[src/rtl/isabu_pkg.sv]
// Shared types, constants and helpers of the icon scale/alpha blitter.
// No dependencies.
`default_nettype none

package isabu_pkg;

   localparam int unsigned ICON_DIM_DEFAULT = 20;
   localparam int unsigned QUEUE_DEPTH      = 4;
   localparam int unsigned CSR_IDX_W        = 3;
   localparam int unsigned CSR_DATA_W       = 24;

   localparam logic [7:0]  COV_ALPHA_STEP   = 8'd85;
   localparam logic [7:0]  BLEND_MAX        = 8'd255;
   localparam logic [7:0]  ALPHA_OPAQUE     = 8'hff;

   // register indexes
   localparam logic [CSR_IDX_W-1:0] CSR_FG_COLOR       = 3'd0;
   localparam logic [CSR_IDX_W-1:0] CSR_ICON_SIZE      = 3'd1;
   localparam logic [CSR_IDX_W-1:0] CSR_ORIGIN_X       = 3'd2;
   localparam logic [CSR_IDX_W-1:0] CSR_ORIGIN_Y       = 3'd3;
   localparam logic [CSR_IDX_W-1:0] CSR_SURFACE_WIDTH  = 3'd4;
   localparam logic [CSR_IDX_W-1:0] CSR_SURFACE_HEIGHT = 3'd5;
   localparam logic [CSR_IDX_W-1:0] CSR_SURFACE_STRIDE = 3'd6;

   localparam logic [23:0] FG_COLOR_RESET  = 24'hffffff;
   localparam logic [9:0]  ICON_SIZE_RESET = 10'd20;

   typedef struct packed {
      logic        operation;
      logic [6:0]  byte_index;
      logic [7:0]  byte_value;
      logic [9:0]  col_offset;
      logic [9:0]  row_offset;
      logic [31:0] background;
   } req_type;

   typedef struct packed {
      logic        write_enable;
      logic [23:0] dest_offset;
      logic [31:0] pixel_out;
   } rsp_type;

   typedef struct packed {
      logic [23:0]        fg_color;
      logic [9:0]         icon_size;
      logic signed [12:0] origin_x;
      logic signed [12:0] origin_y;
      logic [12:0]        surface_width;
      logic [12:0]        surface_height;
      logic [12:0]        surface_stride;
   } cfg_type;

   // what the back end does with a queued request
   typedef enum logic [1:0] {
      KIND_DROP  = 2'd0,
      KIND_LOAD  = 2'd1,
      KIND_SHADE = 2'd2
   } kind_type;

   typedef struct packed {
      kind_type    kind;
      logic [6:0]  byte_index;
      logic [7:0]  byte_value;
      logic [9:0]  col;
      logic [9:0]  row;
      logic [12:0] px;
      logic [12:0] py;
      logic [23:0] bg;
   } item_type;

   // x / 255 for x <= 255 * 255
   function automatic logic [7:0] div255(input logic [15:0] x);
      logic [16:0] t;
      t = 17'(x) + 17'(x[15:8]) + 17'd1;
      return t[15:8];
   endfunction

endpackage

`default_nettype wire

[src/rtl/isabu_front.sv]
// Front end: classifies a request into load, shade or drop and clips it.
// Depends on isabu_pkg.
`default_nettype none

module isabu_front
   import isabu_pkg::*;
#(
   parameter int unsigned IconDim = ICON_DIM_DEFAULT
) (
   input  cfg_type  cfg,
   input  req_type  req,
   output item_type item
);

   localparam int unsigned StoreBytes = (IconDim * IconDim + 3) / 4;

   logic signed [13:0] px_s;
   logic signed [13:0] py_s;
   logic               in_square;
   logic               on_surface;
   logic               index_ok;

   // surface position of the pixel
   assign px_s = 14'(cfg.origin_x) + $signed({4'b0, req.col_offset});
   assign py_s = 14'(cfg.origin_y) + $signed({4'b0, req.row_offset});

   assign in_square  = (cfg.icon_size != '0) && (req.col_offset < cfg.icon_size)
                       && (req.row_offset < cfg.icon_size);
   assign on_surface = !px_s[13] && !py_s[13] && (px_s[12:0] < cfg.surface_width)
                       && (py_s[12:0] < cfg.surface_height);
   assign index_ok   = 32'(req.byte_index) < StoreBytes;

   // classify
   always_comb begin
      item.byte_index = req.byte_index;
      item.byte_value = req.byte_value;
      item.col        = req.col_offset;
      item.row        = req.row_offset;
      item.px         = px_s[12:0];
      item.py         = py_s[12:0];
      item.bg         = req.background[23:0];
      if (!req.operation) begin
         item.kind = index_ok ? KIND_LOAD : KIND_DROP;
      end else begin
         item.kind = (in_square && on_surface) ? KIND_SHADE : KIND_DROP;
      end
   end

endmodule

`default_nettype wire

[src/rtl/isabu_fifo.sv]
// Short request queue between the front and back ends.
// Depends on isabu_pkg.
`default_nettype none

module isabu_fifo
   import isabu_pkg::*;
(
   input  logic     clock,
   input  logic     reset,
   input  logic     push,
   input  item_type push_item,
   input  logic     pop,
   output item_type pop_item,
   output logic     full,
   output logic     empty
);

   localparam int unsigned PtrW = $clog2(QUEUE_DEPTH);

   item_type            slot_ff [QUEUE_DEPTH];
   logic [PtrW-1:0]     wr_ptr_ff, wr_ptr_in;
   logic [PtrW-1:0]     rd_ptr_ff, rd_ptr_in;
   logic [PtrW:0]       count_ff,  count_in;

   assign full     = count_ff == (PtrW+1)'(QUEUE_DEPTH);
   assign empty    = count_ff == '0;
   assign pop_item = slot_ff[rd_ptr_ff];

   // pointer and count update
   always_comb begin
      wr_ptr_in = push ? wr_ptr_ff + 1'b1 : wr_ptr_ff;
      rd_ptr_in = pop  ? rd_ptr_ff + 1'b1 : rd_ptr_ff;
      count_in  = count_ff + (PtrW+1)'(push) - (PtrW+1)'(pop);
   end

   always_ff @(posedge clock) begin
      if (reset) begin
         wr_ptr_ff <= '0;
         rd_ptr_ff <= '0;
         count_ff  <= '0;
      end else begin
         wr_ptr_ff <= wr_ptr_in;
         rd_ptr_ff <= rd_ptr_in;
         count_ff  <= count_in;
      end
   end

   // storage
   always_ff @(posedge clock) begin
      if (push) begin
         slot_ff[wr_ptr_ff] <= push_item;
      end
   end

endmodule

`default_nettype wire

[src/rtl/isabu_back.sv]
// Back end: pipelined nearest-neighbor divide, icon store, blend, output register.
// Depends on isabu_pkg.
`default_nettype none

module isabu_back
   import isabu_pkg::*;
#(
   parameter int unsigned IconDim = ICON_DIM_DEFAULT
) (
   input  logic     clock,
   input  logic     reset,
   input  cfg_type  cfg,
   input  logic     q_empty,
   input  item_type q_item,
   output logic     q_pop,
   output logic     rsp_valid,
   input  logic     rsp_ready,
   output rsp_type  rsp_payload
);

   localparam int unsigned QW         = $clog2(IconDim);
   localparam int unsigned NW         = 10 + $clog2(IconDim + 1);
   localparam int unsigned XW         = NW + QW;
   localparam int unsigned PixW       = $clog2(IconDim * IconDim);
   localparam int unsigned StoreBytes = (IconDim * IconDim + 3) / 4;
   localparam int unsigned AW         = $clog2(StoreBytes);

   typedef struct packed {
      kind_type    kind;
      logic [6:0]  byte_index;
      logic [7:0]  byte_value;
      logic [NW-1:0] rem_c;
      logic [NW-1:0] rem_r;
      logic [QW-1:0] q_c;
      logic [QW-1:0] q_r;
      logic [12:0] px;
      logic [12:0] py;
      logic [23:0] bg;
   } div_type;

   typedef struct packed {
      kind_type    kind;
      logic [1:0]  sel;
      logic [12:0] px;
      logic [23:0] bg;
   } fetch_type;

   typedef struct packed {
      logic        write;
      logic [23:0] dest;
      logic [15:0] sum_r;
      logic [15:0] sum_g;
      logic [15:0] sum_b;
   } mix_type;

   logic        adv;
   div_type     div_ff  [QW+1];
   logic        dv_ff   [QW+1];
   fetch_type   fet_ff;
   logic        fv_ff;
   logic [7:0]  rd_ff;
   logic [25:0] prod_ff;
   mix_type     mix_ff;
   logic        mv_ff;
   rsp_type     rsp_ff, rsp_in;
   logic        rv_ff;

   logic [7:0]  icon_mem [StoreBytes];

   // whole pipeline moves when the output register can take a result
   assign adv       = !rv_ff || rsp_ready;
   assign q_pop     = adv && !q_empty;
   assign rsp_valid = rv_ff;
   assign rsp_payload = rsp_ff;

   // valid bits
   always_ff @(posedge clock) begin
      if (reset) begin
         for (int k = 0; k <= QW; k++) dv_ff[k] <= 1'b0;
         fv_ff <= 1'b0;
         mv_ff <= 1'b0;
         rv_ff <= 1'b0;
      end else if (adv) begin
         dv_ff[0] <= q_pop;
         for (int k = 1; k <= QW; k++) dv_ff[k] <= dv_ff[k-1];
         fv_ff <= dv_ff[QW];
         mv_ff <= fv_ff;
         rv_ff <= mv_ff;
      end
   end

   // divide stage 0: numerators offset * IconDim
   always_ff @(posedge clock) begin
      if (adv) begin
         div_ff[0].kind       <= q_item.kind;
         div_ff[0].byte_index <= q_item.byte_index;
         div_ff[0].byte_value <= q_item.byte_value;
         div_ff[0].rem_c      <= NW'(32'(q_item.col) * IconDim);
         div_ff[0].rem_r      <= NW'(32'(q_item.row) * IconDim);
         div_ff[0].q_c        <= '0;
         div_ff[0].q_r        <= '0;
         div_ff[0].px         <= q_item.px;
         div_ff[0].py         <= q_item.py;
         div_ff[0].bg         <= q_item.bg;
      end
   end

   // one quotient bit per stage, most significant first
   for (genvar k = 0; k < QW; k++) begin : g_div
      localparam int unsigned Bit = QW - 1 - k;
      logic [XW-1:0] dsh;
      div_type       nxt;

      assign dsh = XW'(cfg.icon_size) << Bit;

      always_comb begin
         nxt = div_ff[k];
         if (XW'(div_ff[k].rem_c) >= dsh) begin
            nxt.rem_c    = NW'(XW'(div_ff[k].rem_c) - dsh);
            nxt.q_c[Bit] = 1'b1;
         end
         if (XW'(div_ff[k].rem_r) >= dsh) begin
            nxt.rem_r    = NW'(XW'(div_ff[k].rem_r) - dsh);
            nxt.q_r[Bit] = 1'b1;
         end
      end

      always_ff @(posedge clock) begin
         if (adv) begin
            div_ff[k+1] <= nxt;
         end
      end
   end

   // icon fetch, byte loads and row address product
   logic [PixW-1:0] pix;
   assign pix = PixW'(32'(div_ff[QW].q_r) * IconDim + 32'(div_ff[QW].q_c));

   always_ff @(posedge clock) begin
      if (adv) begin
         if (dv_ff[QW] && div_ff[QW].kind == KIND_LOAD) begin
            icon_mem[AW'(div_ff[QW].byte_index)] <= div_ff[QW].byte_value;
         end
         rd_ff        <= icon_mem[AW'(pix >> 2)];
         fet_ff.kind  <= div_ff[QW].kind;
         fet_ff.sel   <= pix[1:0];
         fet_ff.px    <= div_ff[QW].px;
         fet_ff.bg    <= div_ff[QW].bg;
         prod_ff      <= 26'(div_ff[QW].py) * 26'(cfg.surface_stride);
      end
   end

   // coverage to alpha, channel products
   logic [1:0]  cov;
   logic [7:0]  alpha;
   logic [7:0]  ialpha;
   mix_type     mix_in;

   always_comb begin
      cov    = 2'(rd_ff >> {fet_ff.sel, 1'b0});
      alpha  = 8'(cov) * COV_ALPHA_STEP;
      ialpha = BLEND_MAX - alpha;
      mix_in.write = fet_ff.kind == KIND_SHADE && cov != '0;
      mix_in.dest  = 24'(prod_ff + 26'(fet_ff.px));
      mix_in.sum_r = 16'(cfg.fg_color[23:16]) * 16'(alpha)
                   + 16'(fet_ff.bg[23:16]) * 16'(ialpha);
      mix_in.sum_g = 16'(cfg.fg_color[15:8]) * 16'(alpha)
                   + 16'(fet_ff.bg[15:8]) * 16'(ialpha);
      mix_in.sum_b = 16'(cfg.fg_color[7:0]) * 16'(alpha)
                   + 16'(fet_ff.bg[7:0]) * 16'(ialpha);
   end

   always_ff @(posedge clock) begin
      if (adv) begin
         mix_ff <= mix_in;
      end
   end

   // divide by 255 and pack the response
   always_comb begin
      rsp_in = '0;
      if (mix_ff.write) begin
         rsp_in.write_enable = 1'b1;
         rsp_in.dest_offset  = mix_ff.dest;
         rsp_in.pixel_out    = {ALPHA_OPAQUE, div255(mix_ff.sum_r),
                                div255(mix_ff.sum_g), div255(mix_ff.sum_b)};
      end
   end

   always_ff @(posedge clock) begin
      if (adv) begin
         rsp_ff <= rsp_in;
      end
   end

endmodule

`default_nettype wire

[src/rtl/icon_scale_alpha_blitter_unit.sv]
// A request passes the queue, the numerator register, the one-bit-per-stage divider,
// the icon store read, the channel product register and the output register.
// Throughput: one request per cycle; the whole back pipeline stalls with the output register.
// Reset: configuration returns to its reset values and the pipeline empties;
// the icon store keeps its contents and is undefined until loaded.
// Top level: config registers, front classifier, request queue, back pipeline.
// Depends on isabu_pkg, isabu_front, isabu_fifo, isabu_back.
`default_nettype none

module icon_scale_alpha_blitter_unit
   import isabu_pkg::*;
#(
   parameter int unsigned ICON_DIM = ICON_DIM_DEFAULT
) (
   input  logic                  clock,
   input  logic                  reset,
   input  logic                  req_valid,
   output logic                  req_ready,
   input  req_type               req_payload,
   output logic                  rsp_valid,
   input  logic                  rsp_ready,
   output rsp_type               rsp_payload,
   input  logic                  csr_we,
   input  logic [CSR_IDX_W-1:0]  csr_index,
   input  logic [CSR_DATA_W-1:0] csr_wdata
);

   cfg_type  cfg_ff;
   item_type front_item;
   item_type q_item;
   logic     q_full;
   logic     q_empty;
   logic     q_pop;

   // configuration registers
   always_ff @(posedge clock) begin
      if (reset) begin
         cfg_ff.fg_color       <= FG_COLOR_RESET;
         cfg_ff.icon_size      <= ICON_SIZE_RESET;
         cfg_ff.origin_x       <= '0;
         cfg_ff.origin_y       <= '0;
         cfg_ff.surface_width  <= '0;
         cfg_ff.surface_height <= '0;
         cfg_ff.surface_stride <= '0;
      end else if (csr_we) begin
         unique case (csr_index)
            CSR_FG_COLOR:       cfg_ff.fg_color       <= csr_wdata;
            CSR_ICON_SIZE:      cfg_ff.icon_size      <= csr_wdata[9:0];
            CSR_ORIGIN_X:       cfg_ff.origin_x       <= csr_wdata[12:0];
            CSR_ORIGIN_Y:       cfg_ff.origin_y       <= csr_wdata[12:0];
            CSR_SURFACE_WIDTH:  cfg_ff.surface_width  <= csr_wdata[12:0];
            CSR_SURFACE_HEIGHT: cfg_ff.surface_height <= csr_wdata[12:0];
            CSR_SURFACE_STRIDE: cfg_ff.surface_stride <= csr_wdata[12:0];
            default: ;
         endcase
      end
   end

   assign req_ready = !q_full;

   isabu_front #(.IconDim(ICON_DIM)) u_front (
      .cfg  (cfg_ff),
      .req  (req_payload),
      .item (front_item)
   );

   isabu_fifo u_fifo (
      .clock     (clock),
      .reset     (reset),
      .push      (req_valid && req_ready),
      .push_item (front_item),
      .pop       (q_pop),
      .pop_item  (q_item),
      .full      (q_full),
      .empty     (q_empty)
   );

   isabu_back #(.IconDim(ICON_DIM)) u_back (
      .clock       (clock),
      .reset       (reset),
      .cfg         (cfg_ff),
      .q_empty     (q_empty),
      .q_item      (q_item),
      .q_pop       (q_pop),
      .rsp_valid   (rsp_valid),
      .rsp_ready   (rsp_ready),
      .rsp_payload (rsp_payload)
   );

endmodule

`default_nettype wire

[config.mk]
export PLATFORM = sky130hd
export DESIGN_NAME = icon_scale_alpha_blitter_unit
export DESIGN_NICKNAME = d
export VERILOG_FILES = /design/src/rtl/isabu_pkg.sv /design/src/rtl/isabu_front.sv /design/src/rtl/isabu_fifo.sv /design/src/rtl/isabu_back.sv /design/src/rtl/icon_scale_alpha_blitter_unit.sv
export SDC_FILE = /design/constraint.sdc
export NUM_CORES = 2
export LEC_CHECK = 0
export BUFFER_PORTS_ARGS = -buffer_cell sky130_fd_sc_hd__buf_4
export CORE_ASPECT_RATIO = 2
export CORE_MARGIN = 4
export CORE_UTILIZATION = 40
export DETAILED_ROUTE_END_ITERATION = 16
export GPL_ROUTABILITY_DRIVEN = 0
export PLACE_DENSITY = 0.65
export SYNTH_ARGS = -nofsm -noshare
export SYNTH_HDL_FRONTEND = slang
export SYNTH_SLANG_ARGS = --single-unit
[constraint.sdc]
create_clock -name clock -period 34.4 [get_ports clock]
set_clock_uncertainty 0.15 [all_clocks]
set_input_delay 1.72 -clock clock [delete_from_list [all_inputs] [get_ports clock]]
set_output_delay 1.72 -clock clock [all_outputs]
set_load 0.01 [all_outputs]
==> reports/qor.yml <==
run_status:
  outcome: "complete, no violations"
floorplanning:
  die_area_mm2: 0.252
  rows: 255
  start_util_pct: 40.3
  ios: 159
  die_h_um: 706
  fp.dieW_um: 357
  core_mm2: 0.242
clock_tree:
  clkTransAtPathRegs_ps: 70
  cts_tree: "yes"
  clk-insertion-delay-late_ps: 830
  clock-sinks: 2024
  cts-root-buf: "clkbuf_16"
  post_cts_buffers: 0
  postCtsResizedCells: 0
  htreeDepth: 4
  cts-buffers-inserted: 183
  clockBufferDepth: 4
  hold_buffers: 0
grt:
  gr-total-overflow: 0
  grt_pass1_vias: 56100
  antenna_found_initial: 3
  track_usage_pct: 16.7
  grt_max_degree: 170
  grt_pass1_wl_mm: 323
sta:
  fin_crit_sh_pct: 20.5
  relSlewSlack_pct: 21.2
  layout_setup_ws_ps: 27350
  setup_viol: 0
  fmax_mhz: 142
  rsz0062_at_grt: "false"
  tightest_slew_ps: 1180
  final_max_slew_viol_count: 0
  final.setup.tns_ps: 0
  finalHoldViolCount: 0
  fin_crit_ps: 7050
setup_path:
  r2r_start: "u_back.fet_ff[38]$_DFFE_PN_"
  worstSetupPathType: "register to register"
  ff2ff_setup_slack_ps: 27350
  crit_path_start_kind: "register"
  arrival_ps: 7450
  crit_fanout: 24
  endpoint_kind: "register"
  required_ps: 34800
  ff2ff_path_depth: 21
  worst_r2r_endpoint: "u_back.mix_ff[15]$_DFFE_PN_"
finish:
  postLayoutCoreUtil_pct: 44.7
  drive_gt1_share_pct: 13.0
  final_cell_mix: "edfxtp_1 (1,913), inv_1 (707), nand2_1 (517), ha_1 (486), fa_1 (415)"
  final_cells: 9949
  final_nets: 7596
  final_common_cell: "edfxtp_1"
  syn_to_final_growth_pct: 11.1
logic_synthesis:
  synth_top_cells_by_area: "edfxtp_1 (59%), fa_1 (8.6%), mux4_2 (6.7%), ha_1 (6.3%), inv_1 (2.7%)"
  synthArstFlopShare_pct: 0
  postSynthRegisterBits: 2024
  synthCells: 6387
  synth_top_area_share_pct: 59.0
  ys_seq_area_share_pct: 61.3
  synth.avg_cell_area_um2: 15.2
  yosysTopAreaCell: "edfxtp_1"
  synth_edf_count: 1913
  synth_cell_types: 75
  syn_area_mm2: 0.0973
  synthFlopType: "edfxtp_1"
  yosysWarnings: 0
route:
  vias: 51600
  remaining_drc_errors: 0
  drt-pass1-iter-count: 8
  ant_nets: 0
  vias_per_cell: 5.19
  drtIter0Drc: 3168
  wl_mm: 211
  wl_per_cell_um: 21.2
placed_design:
  dp.cells: 9620
  portBuffers: 150
  pre_cts_ws_ps: 27290
  dp_hpwl_mm: 147
worst_hold_path:
  hold_depth: 0
  hold_end: "u_back.div_ff[3][16]$_DFFE_PN_"
  hold_start: "u_back.div_ff[2][16]$_DFFE_PN_"
  hp-class: "register to register"
job:
  maxCapViolations: 0
[routing by layer]
| metal | up-vias | share of wire, % | track usage (%) |
|---|---|---|---|
| li1 | 23600 | - | - |
| met1 | 26200 | 35 | 17.9 |
| met2 | 1313 | 55 | 32.2 |
| met3 | 487 | 4.2 | 1.87 |
| met4 | 0 | 5.5 | 8.18 |
| met5 | - | 0 | 0 |
[critical path, cell delays in order, from the launching register on]
cell and delay, ps:
edfxtp_1 450, mux2_2 390, o21a_1 170, buf_4 260
nand2_1 270, inv_1 140, fa_1 540, inv_1 50
fa_1 460, fa_1 520, inv_1 50, fa_1 550
fa_1 420, fa_1 440, ha_1 340, nand2_1 120
nand2_1 60, a311oi_1 600, o211ai_1 250, a41o_1 250
a21oi_1 170, xnor2_1 90
[worst max path at each step]
stage	start	endpoint	cells after the start
6_report	u_back.fet_ff[38]$_DFFE_PN_	u_back.mix_ff[15]$_DFFE_PN_	21
3_5_place_dp	u_back.fet_ff[38]$_DFFE_PN_	u_back.mix_ff[15]$_DFFE_PN_	21
2_1_floorplan	rsp_ready	u_back.icon_mem[58][0]$_DFFE_PP_	8
3_3_place_gp	u_back.fet_ff[38]$_DFFE_PN_	u_back.mix_ff[15]$_DFFE_PN_	21
5_1_grt	u_back.fet_ff[38]$_DFFE_PN_	u_back.mix_ff[15]$_DFFE_PN_	21
4_1_cts	u_back.fet_ff[38]$_DFFE_PN_	u_back.mix_ff[15]$_DFFE_PN_	21
[cell families (layout without fill, tap and decap cells)]
family,after synthesis,in the layout,synth area share [%]
mux,413,413,8.07
fa+ha+maj,903,903,14.8
simple gates,1264,1264,6.02
compound gates,679,679,4.35
other cells,1,6,0.00385
buf+inv,890,1235,3.53
xor+xnor,213,213,1.92
flops,2024,2024,61.3
[Yosys cell counts, types with 10 or more instances]
library cell  count
edfxtp_1       1913
inv_1           708
nand2_1         517
ha_1            487
fa_1            416
mux4_2          289
nor2_1          285
a21oi_1         243
xnor2_1         142
clkbuf_1        125
and2_1          115
dfxtp_1         111
o21ai_0         111
mux2_2           77
xor2_1           70
a21o_1           63
nor3_1           62
nand2b_1         47
nor2b_1          47
nand3_1          43
mux2i_1          42
buf_2            37
o22ai_1          37
a211oi_1         33
o21a_1           30
nand3b_1         27
and3_1           25
nand4_1          24
a31oi_1          23
o211ai_1         23
or3_1            21
o21bai_1         15
o22a_1           14
o31ai_1          14
or2_2            12
a21boi_0         11
nor4_1           11
a31o_2           10
[flip-flops by register name, indices dropped and copies added (netlist names), 8 cells and up, named ones only]
name and count:
u_back.mix_ff 73, u_back.fet_ff 41, u_back.div_ff 564, u_back.prod_ff 24
u_back.rd_ff 8, u_back.rsp_payload 49, u_back.icon_mem 800, u_fifo.slot_ff 348
cfg_ff 99
[through the flow]
stage	hold WS, ps	instance area, um2
floorplan	250	97400
global placement	252	102000
detailed placement	255	102000
CTS	246	108000
global route	264	108000
finish	248	108000
[cell type report]
cell class,count,area [um2]
Timing Repair Buffer,201,1550
Fill cell,21300,134000
Multi-Input combinational cell,3475,34300
Inverter,708,2670
Antenna cell,3,7.51
Tap cell,3212,4020
Sequential cell,2024,59700
Clock inverter,112,1140
Clock buffer,214,4770
Power is left out: the tool's default activity adds up to more than one toggle a clock period on the data nets, which glitch-free logic cannot reach.
